<file path="src/rtl/dltq_pkg.sv">
// dltq_pkg: shared types and constants for the delta-list alarm queue.
// No dependencies; used by delta_list_timer_queue.
`default_nettype none
package dltq_pkg;

   // request kind carried on req_tuser
   localparam logic KIND_INSERT = 1'b0;
   localparam logic KIND_TICK   = 1'b1;

   // outcome codes in rsp_tdata
   localparam logic [1:0] OUTCOME_ACCEPTED = 2'd0;
   localparam logic [1:0] OUTCOME_FULL     = 2'd1;
   localparam logic [1:0] OUTCOME_EXPIRED  = 2'd2;

   localparam int DELTA_W = 16;
   localparam int OWNER_W = 4;
   // most entries popped by a single tick
   localparam int MAX_POPS = 16;
   localparam int POP_W    = $clog2(MAX_POPS + 1);

   typedef enum logic [2:0] {
      ST_IDLE,
      ST_ALLOC,
      ST_WALK,
      ST_WR1,
      ST_WR2,
      ST_RESP,
      ST_TCHK,
      ST_TFLUSH
   } state_type;

endpackage
`default_nettype wire

</file>
<file path="src/rtl/dltq_ram.sv">
// dltq_ram: generic single-write, single-read RAM with registered read data.
// No dependencies; used by delta_list_timer_queue for all entry storage.
`default_nettype none
module dltq_ram #(
   parameter int WIDTH = 16,
   parameter int DEPTH = 16
) (
   input  wire logic                     clock,
   input  wire logic                     wr_en,
   input  wire logic [$clog2(DEPTH)-1:0] wr_addr,
   input  wire logic [WIDTH-1:0]         wr_data,
   input  wire logic [$clog2(DEPTH)-1:0] rd_addr,
   output logic      [WIDTH-1:0]         rd_data
);

   logic [WIDTH-1:0] mem [DEPTH];

   always_ff @(posedge clock) begin
      if (wr_en) begin
         mem[wr_addr] <= wr_data;
      end
      rd_data <= mem[rd_addr];
   end

endmodule
`default_nettype wire

</file>
<file path="src/rtl/delta_list_timer_queue.sv">
// delta_list_timer_queue: alarm queue kept as a delta list in on-chip RAM.
// Depends on dltq_pkg and dltq_ram.
//
// Usage:
//   req_* takes one word per request. req_tuser is the kind: insert or a
//   one-second tick. An insert answers one rsp word (accepted, or full when
//   all QUEUE_DEPTH entries are in use) with rsp_tlast high. A tick answers
//   one rsp word per expired owner, rsp_tlast high on the final one, or no
//   word at all when nothing is due. At most 16 entries pop per tick.
//   Requests are handled one at a time; req_tready is high only while idle.
//   Steps: an insert passes ALLOC, then WALK, which steps past one queued
//   entry per cycle (walk reads delta and link of each entry through the RAM
//   read port), then WR1, WR2 and RESP; a refused insert goes straight to
//   RESP. A tick checks one entry per TCHK step and ends in TFLUSH when it
//   stops on a pop. Each RAM takes one read and one write per cycle.
//   Results sit in an output register; when rsp_tready is low a finished
//   insert waits with its answer and a tick holds its pop in place until the
//   word is taken. The walk itself never waits on rsp_tready.
//   Reset empties the queue and the free list restarts at entry 0. The link
//   RAM needs no clearing pass: a fill count marks entries never allocated,
//   and those read as linking to the next entry.
`default_nettype none
module delta_list_timer_queue #(
   parameter int QUEUE_DEPTH = 16
) (
   input  wire logic        clock,
   input  wire logic        reset,
   input  wire logic        req_tvalid,
   output logic             req_tready,
   input  wire logic [23:0] req_tdata,   // [3:0] owner_id, [19:4] delay, [23:20] zero
   input  wire logic [0:0]  req_tuser,   // [0] kind
   output logic             rsp_tvalid,
   input  wire logic        rsp_tready,
   output logic [7:0]       rsp_tdata,   // [1:0] outcome, [5:2] result_owner, [7:6] zero
   output logic             rsp_tlast    // last_flag
);

   localparam int IW = $clog2(QUEUE_DEPTH);
   localparam int CW = $clog2(QUEUE_DEPTH + 1);
   localparam int DW = dltq_pkg::DELTA_W;
   localparam int OW = dltq_pkg::OWNER_W;
   localparam int PW = dltq_pkg::POP_W;

   dltq_pkg::state_type state_ff, state_in;

   logic [IW-1:0] rd_addr_ff, rd_addr_in;
   logic [CW-1:0] fill_ff, fill_in;
   logic [IW-1:0] head_ff, head_in;
   logic [IW-1:0] free_ff, free_in;
   logic [CW-1:0] used_ff, used_in;
   logic [IW-1:0] node_ff, node_in;
   logic [IW-1:0] cur_ff, cur_in;
   logic [IW-1:0] prev_ff, prev_in;
   logic [CW-1:0] walked_ff, walked_in;
   logic [DW-1:0] rem_ff, rem_in;
   logic [OW-1:0] owner_ff, owner_in;
   logic [IW-1:0] free_next_ff, free_next_in;
   logic          first_ff, first_in;
   logic [PW-1:0] pop_cnt_ff, pop_cnt_in;
   logic [OW-1:0] pend_owner_ff, pend_owner_in;
   logic [1:0]    res_outcome_ff, res_outcome_in;
   logic          rsp_valid_ff, rsp_valid_in;
   logic [1:0]    rsp_outcome_ff, rsp_outcome_in;
   logic [OW-1:0] rsp_owner_ff, rsp_owner_in;
   logic          rsp_last_ff, rsp_last_in;

   // RAM ports
   logic          delta_we, owner_we, link_we;
   logic [IW-1:0] delta_wa, owner_wa, link_wa;
   logic [DW-1:0] delta_wd, delta_q;
   logic [OW-1:0] owner_wd, owner_q;
   logic [IW-1:0] link_wd, link_q;

   logic          accept, out_free, in_kind;
   logic [OW-1:0] in_owner;
   logic [DW-1:0] in_delay;
   logic [IW-1:0] link_rd, rd_next;
   logic [DW-1:0] tick_d;
   logic          tick_pop, tick_go, tick_more, walk_step, queue_full;

   dltq_ram #(.WIDTH(DW), .DEPTH(QUEUE_DEPTH)) u_delta_ram (
      .clock   (clock),
      .wr_en   (delta_we),
      .wr_addr (delta_wa),
      .wr_data (delta_wd),
      .rd_addr (rd_addr_in),
      .rd_data (delta_q)
   );

   dltq_ram #(.WIDTH(OW), .DEPTH(QUEUE_DEPTH)) u_owner_ram (
      .clock   (clock),
      .wr_en   (owner_we),
      .wr_addr (owner_wa),
      .wr_data (owner_wd),
      .rd_addr (rd_addr_in),
      .rd_data (owner_q)
   );

   dltq_ram #(.WIDTH(IW), .DEPTH(QUEUE_DEPTH)) u_link_ram (
      .clock   (clock),
      .wr_en   (link_we),
      .wr_addr (link_wa),
      .wr_data (link_wd),
      .rd_addr (rd_addr_in),
      .rd_data (link_q)
   );

   assign in_kind  = req_tuser[0];
   assign in_owner = req_tdata[OW-1:0];
   assign in_delay = req_tdata[OW+DW-1:OW];

   assign req_tready = (state_ff == dltq_pkg::ST_IDLE);
   assign accept     = req_tvalid && req_tready;
   assign out_free   = !rsp_valid_ff || rsp_tready;
   assign queue_full = (used_ff == CW'(QUEUE_DEPTH));

   // entries never allocated are not read from the link RAM: they link to the next index
   assign rd_next = (rd_addr_ff == IW'(QUEUE_DEPTH - 1)) ? '0 : rd_addr_ff + IW'(1);
   assign link_rd = ({{(CW-IW){1'b0}}, rd_addr_ff} >= fill_ff) ? rd_next : link_q;

   assign walk_step = (walked_ff < used_ff) && (rem_ff >= delta_q);

   // only the head gets decremented; followers pop only when already zero
   assign tick_d    = (first_ff && delta_q != '0) ? delta_q - DW'(1) : delta_q;
   assign tick_pop  = (tick_d == '0);
   assign tick_go   = first_ff || out_free;
   assign tick_more = (used_ff > CW'(1)) && (pop_cnt_ff < PW'(dltq_pkg::MAX_POPS - 1));

   // next state
   always_comb begin
      state_in = state_ff;
      case (state_ff)
         dltq_pkg::ST_IDLE: begin
            if (accept) begin
               if (in_kind == dltq_pkg::KIND_INSERT) begin
                  state_in = queue_full ? dltq_pkg::ST_RESP : dltq_pkg::ST_ALLOC;
               end else begin
                  state_in = (used_ff == '0) ? dltq_pkg::ST_IDLE : dltq_pkg::ST_TCHK;
               end
            end
         end
         dltq_pkg::ST_ALLOC: state_in = dltq_pkg::ST_WALK;
         dltq_pkg::ST_WALK: begin
            if (!walk_step) begin
               state_in = dltq_pkg::ST_WR1;
            end
         end
         dltq_pkg::ST_WR1:   state_in = dltq_pkg::ST_WR2;
         dltq_pkg::ST_WR2:   state_in = dltq_pkg::ST_RESP;
         dltq_pkg::ST_RESP: begin
            if (out_free) begin
               state_in = dltq_pkg::ST_IDLE;
            end
         end
         dltq_pkg::ST_TCHK: begin
            if (tick_go) begin
               if (!tick_pop) begin
                  state_in = dltq_pkg::ST_IDLE;
               end else if (tick_more) begin
                  state_in = dltq_pkg::ST_TCHK;
               end else begin
                  state_in = dltq_pkg::ST_TFLUSH;
               end
            end
         end
         dltq_pkg::ST_TFLUSH: begin
            if (out_free) begin
               state_in = dltq_pkg::ST_IDLE;
            end
         end
         default: state_in = dltq_pkg::ST_IDLE;
      endcase
   end

   // datapath, RAM control and result register
   always_comb begin
      rd_addr_in     = rd_addr_ff;
      fill_in        = fill_ff;
      head_in        = head_ff;
      free_in        = free_ff;
      used_in        = used_ff;
      node_in        = node_ff;
      cur_in         = cur_ff;
      prev_in        = prev_ff;
      walked_in      = walked_ff;
      rem_in         = rem_ff;
      owner_in       = owner_ff;
      free_next_in   = free_next_ff;
      first_in       = first_ff;
      pop_cnt_in     = pop_cnt_ff;
      pend_owner_in  = pend_owner_ff;
      res_outcome_in = res_outcome_ff;
      rsp_valid_in   = rsp_valid_ff && !rsp_tready;
      rsp_outcome_in = rsp_outcome_ff;
      rsp_owner_in   = rsp_owner_ff;
      rsp_last_in    = rsp_last_ff;
      delta_we       = 1'b0;
      delta_wa       = cur_ff;
      delta_wd       = delta_q;
      owner_we       = 1'b0;
      owner_wa       = node_ff;
      owner_wd       = owner_ff;
      link_we        = 1'b0;
      link_wa        = node_ff;
      link_wd        = cur_ff;

      case (state_ff)
         dltq_pkg::ST_IDLE: begin
            if (accept) begin
               owner_in = in_owner;
               rem_in   = in_delay;
               if (in_kind == dltq_pkg::KIND_INSERT) begin
                  res_outcome_in = queue_full ? dltq_pkg::OUTCOME_FULL
                                              : dltq_pkg::OUTCOME_ACCEPTED;
                  node_in    = free_ff;
                  rd_addr_in = free_ff;
               end else begin
                  rd_addr_in = head_ff;
                  first_in   = 1'b1;
                  pop_cnt_in = '0;
               end
            end
         end
         dltq_pkg::ST_ALLOC: begin
            free_next_in = link_rd;
            cur_in       = head_ff;
            prev_in      = head_ff;
            walked_in    = '0;
            rd_addr_in   = head_ff;
         end
         dltq_pkg::ST_WALK: begin
            if (walk_step) begin
               rem_in     = rem_ff - delta_q;
               prev_in    = cur_ff;
               cur_in     = link_rd;
               walked_in  = walked_ff + CW'(1);
               rd_addr_in = link_rd;
            end
         end
         dltq_pkg::ST_WR1: begin
            // follower keeps its expiry: its delta shrinks by the new delta
            delta_we = (walked_ff < used_ff);
            delta_wa = cur_ff;
            delta_wd = delta_q - rem_ff;
            owner_we = 1'b1;
            owner_wa = node_ff;
            owner_wd = owner_ff;
            link_we  = 1'b1;
            link_wa  = node_ff;
            link_wd  = cur_ff;
         end
         dltq_pkg::ST_WR2: begin
            delta_we = 1'b1;
            delta_wa = node_ff;
            delta_wd = rem_ff;
            if (walked_ff != '0) begin
               link_we = 1'b1;
               link_wa = prev_ff;
               link_wd = node_ff;
            end else begin
               head_in = node_ff;
            end
            used_in = used_ff + CW'(1);
            free_in = free_next_ff;
            if (fill_ff < CW'(QUEUE_DEPTH) && {{(CW-IW){1'b0}}, node_ff} == fill_ff) begin
               fill_in = fill_ff + CW'(1);
            end
         end
         dltq_pkg::ST_RESP: begin
            if (out_free) begin
               rsp_valid_in   = 1'b1;
               rsp_outcome_in = res_outcome_ff;
               rsp_owner_in   = owner_ff;
               rsp_last_in    = 1'b1;
            end
         end
         dltq_pkg::ST_TCHK: begin
            if (tick_go) begin
               if (first_ff) begin
                  delta_we = 1'b1;
                  delta_wa = rd_addr_ff;
                  delta_wd = tick_d;
               end else begin
                  // the held owner goes out once we know whether more follow
                  rsp_valid_in   = 1'b1;
                  rsp_outcome_in = dltq_pkg::OUTCOME_EXPIRED;
                  rsp_owner_in   = pend_owner_ff;
                  rsp_last_in    = !tick_pop;
               end
               first_in = 1'b0;
               if (tick_pop) begin
                  pend_owner_in = owner_q;
                  pop_cnt_in    = pop_cnt_ff + PW'(1);
                  head_in       = link_rd;
                  link_we       = 1'b1;
                  link_wa       = rd_addr_ff;
                  link_wd       = free_ff;
                  free_in       = rd_addr_ff;
                  used_in       = used_ff - CW'(1);
                  rd_addr_in    = link_rd;
               end
            end
         end
         dltq_pkg::ST_TFLUSH: begin
            if (out_free) begin
               rsp_valid_in   = 1'b1;
               rsp_outcome_in = dltq_pkg::OUTCOME_EXPIRED;
               rsp_owner_in   = pend_owner_ff;
               rsp_last_in    = 1'b1;
            end
         end
         default: begin
         end
      endcase
   end

   always_ff @(posedge clock) begin
      if (reset) begin
         state_ff     <= dltq_pkg::ST_IDLE;
         fill_ff      <= '0;
         head_ff      <= '0;
         free_ff      <= '0;
         used_ff      <= '0;
         rsp_valid_ff <= 1'b0;
         first_ff     <= 1'b0;
         pop_cnt_ff   <= '0;
      end else begin
         state_ff     <= state_in;
         fill_ff      <= fill_in;
         head_ff      <= head_in;
         free_ff      <= free_in;
         used_ff      <= used_in;
         rsp_valid_ff <= rsp_valid_in;
         first_ff     <= first_in;
         pop_cnt_ff   <= pop_cnt_in;
      end
   end

   always_ff @(posedge clock) begin
      rd_addr_ff     <= rd_addr_in;
      node_ff        <= node_in;
      cur_ff         <= cur_in;
      prev_ff        <= prev_in;
      walked_ff      <= walked_in;
      rem_ff         <= rem_in;
      owner_ff       <= owner_in;
      free_next_ff   <= free_next_in;
      pend_owner_ff  <= pend_owner_in;
      res_outcome_ff <= res_outcome_in;
      rsp_outcome_ff <= rsp_outcome_in;
      rsp_owner_ff   <= rsp_owner_in;
      rsp_last_ff    <= rsp_last_in;
   end

   assign rsp_tvalid = rsp_valid_ff;
   assign rsp_tdata  = {2'b00, rsp_owner_ff, rsp_outcome_ff};
   assign rsp_tlast  = rsp_last_ff;

endmodule
`default_nettype wire
</file>
<file path="config.mk">
export PLATFORM = sky130hd
export DESIGN_NAME = delta_list_timer_queue
export DESIGN_NICKNAME = d
export VERILOG_FILES = /design/src/rtl/dltq_pkg.sv /design/src/rtl/dltq_ram.sv /design/src/rtl/delta_list_timer_queue.sv
export SDC_FILE = /design/constraint.sdc
export NUM_CORES = 1
export LEC_CHECK = 0
export ABC_AREA = 1
export BUFFER_PORTS_ARGS = -buffer_cell sky130_fd_sc_hd__buf_2
export CAP_MARGIN = 15
export CORE_MARGIN = 10
export CORE_UTILIZATION = 43
export CTS_CLUSTER_SIZE = 20
export DETAILED_ROUTE_END_ITERATION = 10
export SYNTH_ARGS = -nofsm -noshare
export SYNTH_HDL_FRONTEND = slang
export SYNTH_SLANG_ARGS = --single-unit
</file>
<file path="constraint.sdc">
create_clock -name clock -period 5.9 [get_ports clock]
set_clock_uncertainty 0.2 [all_clocks]
set_input_delay 0.885 -clock clock [delete_from_list [all_inputs] [get_ports clock]]
set_output_delay 0.885 -clock clock [all_outputs]
set_load 0.005 [all_outputs]
</file>
==> reports/metrics.cfg <==
[run_status]
outcome = finished, final reports clean

[timing]
worst-slew-pin-transition_ps = 1130
slew_headroom_pct = 24.6
timing_hold_violations_final = 0
aggregate_negative_setup_slack_ps = 0
setup_violations = 0
layout_min_cycle_time_ps = 4520
fmaxAchievable_mhz = 221
post-route-period-util_pct = 76.7
rsz0062_at_grt = no
drv_slew = 0

[synth]
proportion_of_synthesized_chip_area_in_sequential_cells_pct = 57.6
yosys_warnings = 0
syn-instance-count = 2640
ys_dominant_reg_cell = sky130_fd_sc_hd__edfxtp_1
post_synthesis_register_bit_count = 493
syn_area_um2 = 24700
synth_edf_count = 437
synthesis.area_per_instance_um2 = 9.36
asyncSetResetFlopFracSynth_pct = 0
synth_cell_types = 52

[finish]
nNetsFinal = 2721
antenna_cells = 0
layout-drive-gt1-share_pct = 7.63
final_core_util_pct = 48.3
layout-area-overhead-vs-synth_pct = 10.7

[global_routing]
grt_max_degree = 193
antenna_found_initial = 3
grt_first_pass_wirelength_um = 101000
track_usage_pct = 19.2
number_of_global_route_vias_before_repair = 17400
globalRoute.totalOverflow = 0

[worst_setup_path]
critPathArrivalTime_ps = 4800
worst_setup_path_end_kind = flop
cp_data_required_time_ps = 6170
path_max_fanout = 67
path_class = reg -> reg
critical_path.startpoint_type = flop

[floorplanning]
horizontal_die_dimension_um = 260
fp.dieArea_um2 = 67400
initial_cell_density_of_the_core_pct = 43.7
die_h_um = 260
io_pins = 40
number_of_placement_rows = 87
area_of_the_core_um2 = 56600

[cts]
post_cts_buffers = 0
clkTransAtPathRegs_ps = 60
clk_path_buf_depth = 3
clock_sinks = 493
hold_buffers = 0
cts.repair.resized = 0
cts_made_buffers = 52
clock_latency_ps = 600
cts_root_buffer = sky130_fd_sc_hd__clkbuf_16
cts.htree.levels = 2
clock_tree_from_tritoncts = built

[drt]
route.detailed.wl_per_inst_um = 19.2
ant_nets = 0
detail_route.first_pass.iterations = 5
detailroute.via_count = 18400
first_drt_iteration_drcs = 1881
routed_wl_um = 66000
via_per_inst = 5.34
drc = 0

[pwr]
power.combinational.fraction_pct = 47.9
power.ir.vdd_worst_mv = 0.582
total_leakage_power_nw = 11.4
power.share.clock_pct = 20.0
share_seq_of_total_power_pct = 32.1
powerDensity_nw_per_um2 = 593
power_report.internal_total_w = 0.00889
switching_share_pct = 45.2
power_switching_w = 0.00733

[place]
place_congestion = 0.864
placement.io_buffers = 33
post-dp-hpwl_um = 41200

[job]
cap_violations = 0

[hold_path]
worstHoldPathType = reg -> reg

power by group through the flow:
stage	logic (W)	registers, W	clock network, W
4_1_cts	0.00767	0.00521	0.00331
6_report	0.00777	0.00520	0.00325
3_5_place_dp	0.00764	0.00528	0
5_1_grt	0.00860	0.00525	0.00346
3_3_place_gp	0.00755	0.00527	0
2_1_floorplan	0.00543	0.00508	0
cells in the final DEF (no fill, tap or decap), types with 12 or more instances in the layout:
cell / Yosys / final
sky130_fd_sc_hd__nand3_1: 480 / 480
sky130_fd_sc_hd__nand2_1: 469 / 467
sky130_fd_sc_hd__inv_1: 443 / 443
sky130_fd_sc_hd__edfxtp_1: 437 / 437
sky130_fd_sc_hd__nor2_1: 146 / 128
sky130_fd_sc_hd__nand3b_1: 98 / 98
sky130_fd_sc_hd__o21ai_0: 89 / 87
sky130_fd_sc_hd__a21oi_1: 80 / 79
sky130_fd_sc_hd__dfxtp_1: 56 / 56
sky130_fd_sc_hd__clkbuf_16: 0 / 53
sky130_fd_sc_hd__ha_1: 48 / 48
sky130_fd_sc_hd__buf_4: 8 / 39
sky130_fd_sc_hd__buf_2: 58 / 33
sky130_fd_sc_hd__nor2_2: 6 / 24
sky130_fd_sc_hd__a221oi_1: 21 / 21
sky130_fd_sc_hd__xor2_1: 16 / 16
sky130_fd_sc_hd__clkbuf_1: 55 / 12
cell usage after synthesis, drive strengths merged, types with 4 or more instances:
cell type / count / share of area (%)
or2: 4 / 0.10
edfxtp: 437 / 53
o2111ai: 6 / 0.21
inv: 446 / 6.8
dfxtp: 56 / 4.5
nor2: 157 / 2.6
o22ai: 5 / 0.13
a22oi: 10 / 0.32
a21oi: 82 / 1.7
xor2: 16 / 0.57
a31oi: 7 / 0.18
o21ai: 97 / 2.0
ha: 48 / 2.4
nand3: 482 / 9.8
nand3b: 98 / 3.0
xnor2: 8 / 0.28
buf: 75 / 1.7
nand4: 11 / 0.28
a21o: 5 / 0.15
clkbuf: 55 / 0.84
nand2: 474 / 7.3
a221oi: 21 / 0.74
nor3: 9 / 0.18
o211ai: 10 / 0.30
path summary, 6_finish.rpt:
kind                     startpoint                     end  slack [ps]  depth (start not counted)
max                       rem_ff[9]  u_owner_ram.rd_data[3]        1380                         18
min          u_owner_ram.rd_data[2]        pend_owner_ff[2]         200                          0
max reg2reg               rem_ff[9]  u_owner_ram.rd_data[3]        1380                         18
min reg2reg  u_owner_ram.rd_data[2]        pend_owner_ff[2]         200                          0
registers in the layout, indices dropped and copies added (netlist names), 3 cells and up:
register             flops
free_ff                  4
state_ff                 3
cur_ff                   4
rsp_owner_ff             4
pop_cnt_ff               5
free_next_ff             4
pend_owner_ff            4
u_link_ram.rd_data       4
owner_ff                 4
fill_ff                  5
head_ff                  4
u_owner_ram.rd_data      4
u_owner_ram.mem         64
node_ff                  4
u_delta_ram.rd_data     16
u_link_ram.mem          64
u_delta_ram.mem        256
prev_ff                  4
rem_ff                  16
used_ff                  5
rd_addr_ff               4
walked_ff                5
routing by layer:
layer / track usage (%) / vias to the layer above / wire length (um)
li1: - / 8878 / -
met1: 26.6 / 8736 / 29200
met2: 30.1 / 659 / 30000
met3: 3.31 / 124 / 5080
met4: 5.96 / 0 / 1790
met5: 0 / - / 0
area by class of cell:
type / instances / area, um^2
Fill cell: 5229 / 29200
Sequential cell: 493 / 14200
Timing Repair Buffer: 77 / 553
Clock buffer: 70 / 1440
Tap cell: 756 / 946
Clock inverter: 28 / 250
Inverter: 448 / 1680
Multi-Input combinational cell: 1570 / 8250
metrics by stage:
| stage | hold slack, ps | power [W] | instances | cell area (um^2) | setup WS [ps] |
|---|---|---|---|---|---|
| finish | 198 | 0.0162 | 3442 | 27400 | 1380 |
| global route | 206 | 0.0173 | 3442 | 27400 | 945 |
| CTS | 199 | 0.0162 | 3436 | 27300 | 1370 |
| detailed placement | 189 | 0.0129 | 3338 | 25600 | 1400 |
| global placement | 190 | 0.0128 | 3338 | 25600 | 1510 |
| floorplan | 186 | 0.0105 | 2641 | 24700 | 2660 |
logic make-up after synthesis:
family	after synthesis	synth area share, %
and+or+nand+nor	1237	23.3
AOI/OAI and AO/OA	257	6.20
adders and majority gates	50	2.59
other	1	0.0152
DFF	493	57.6
buffers and inverters	578	9.38
xor gates and xnor gates	24	0.851
critical path, stage by stage (launching register included):
cell	delay (ps)
sky130_fd_sc_hd__edfxtp_1	430
sky130_fd_sc_hd__inv_1	60
sky130_fd_sc_hd__ha_1	420
sky130_fd_sc_hd__nand2_1	130
sky130_fd_sc_hd__nor2_1	200
sky130_fd_sc_hd__inv_1	90
sky130_fd_sc_hd__nor3_1	220
sky130_fd_sc_hd__nand2_1	90
sky130_fd_sc_hd__nand3_1	170
sky130_fd_sc_hd__nand2_1	240
sky130_fd_sc_hd__o21ai_1	280
sky130_fd_sc_hd__nand3_4	130
sky130_fd_sc_hd__nand2_4	640
sky130_fd_sc_hd__buf_4	430
sky130_fd_sc_hd__nand2_1	100
sky130_fd_sc_hd__nand3_1	90
sky130_fd_sc_hd__nand3_1	130
sky130_fd_sc_hd__nand3_1	180
sky130_fd_sc_hd__nand2_1	100
(Power assumes the default switching activity.)
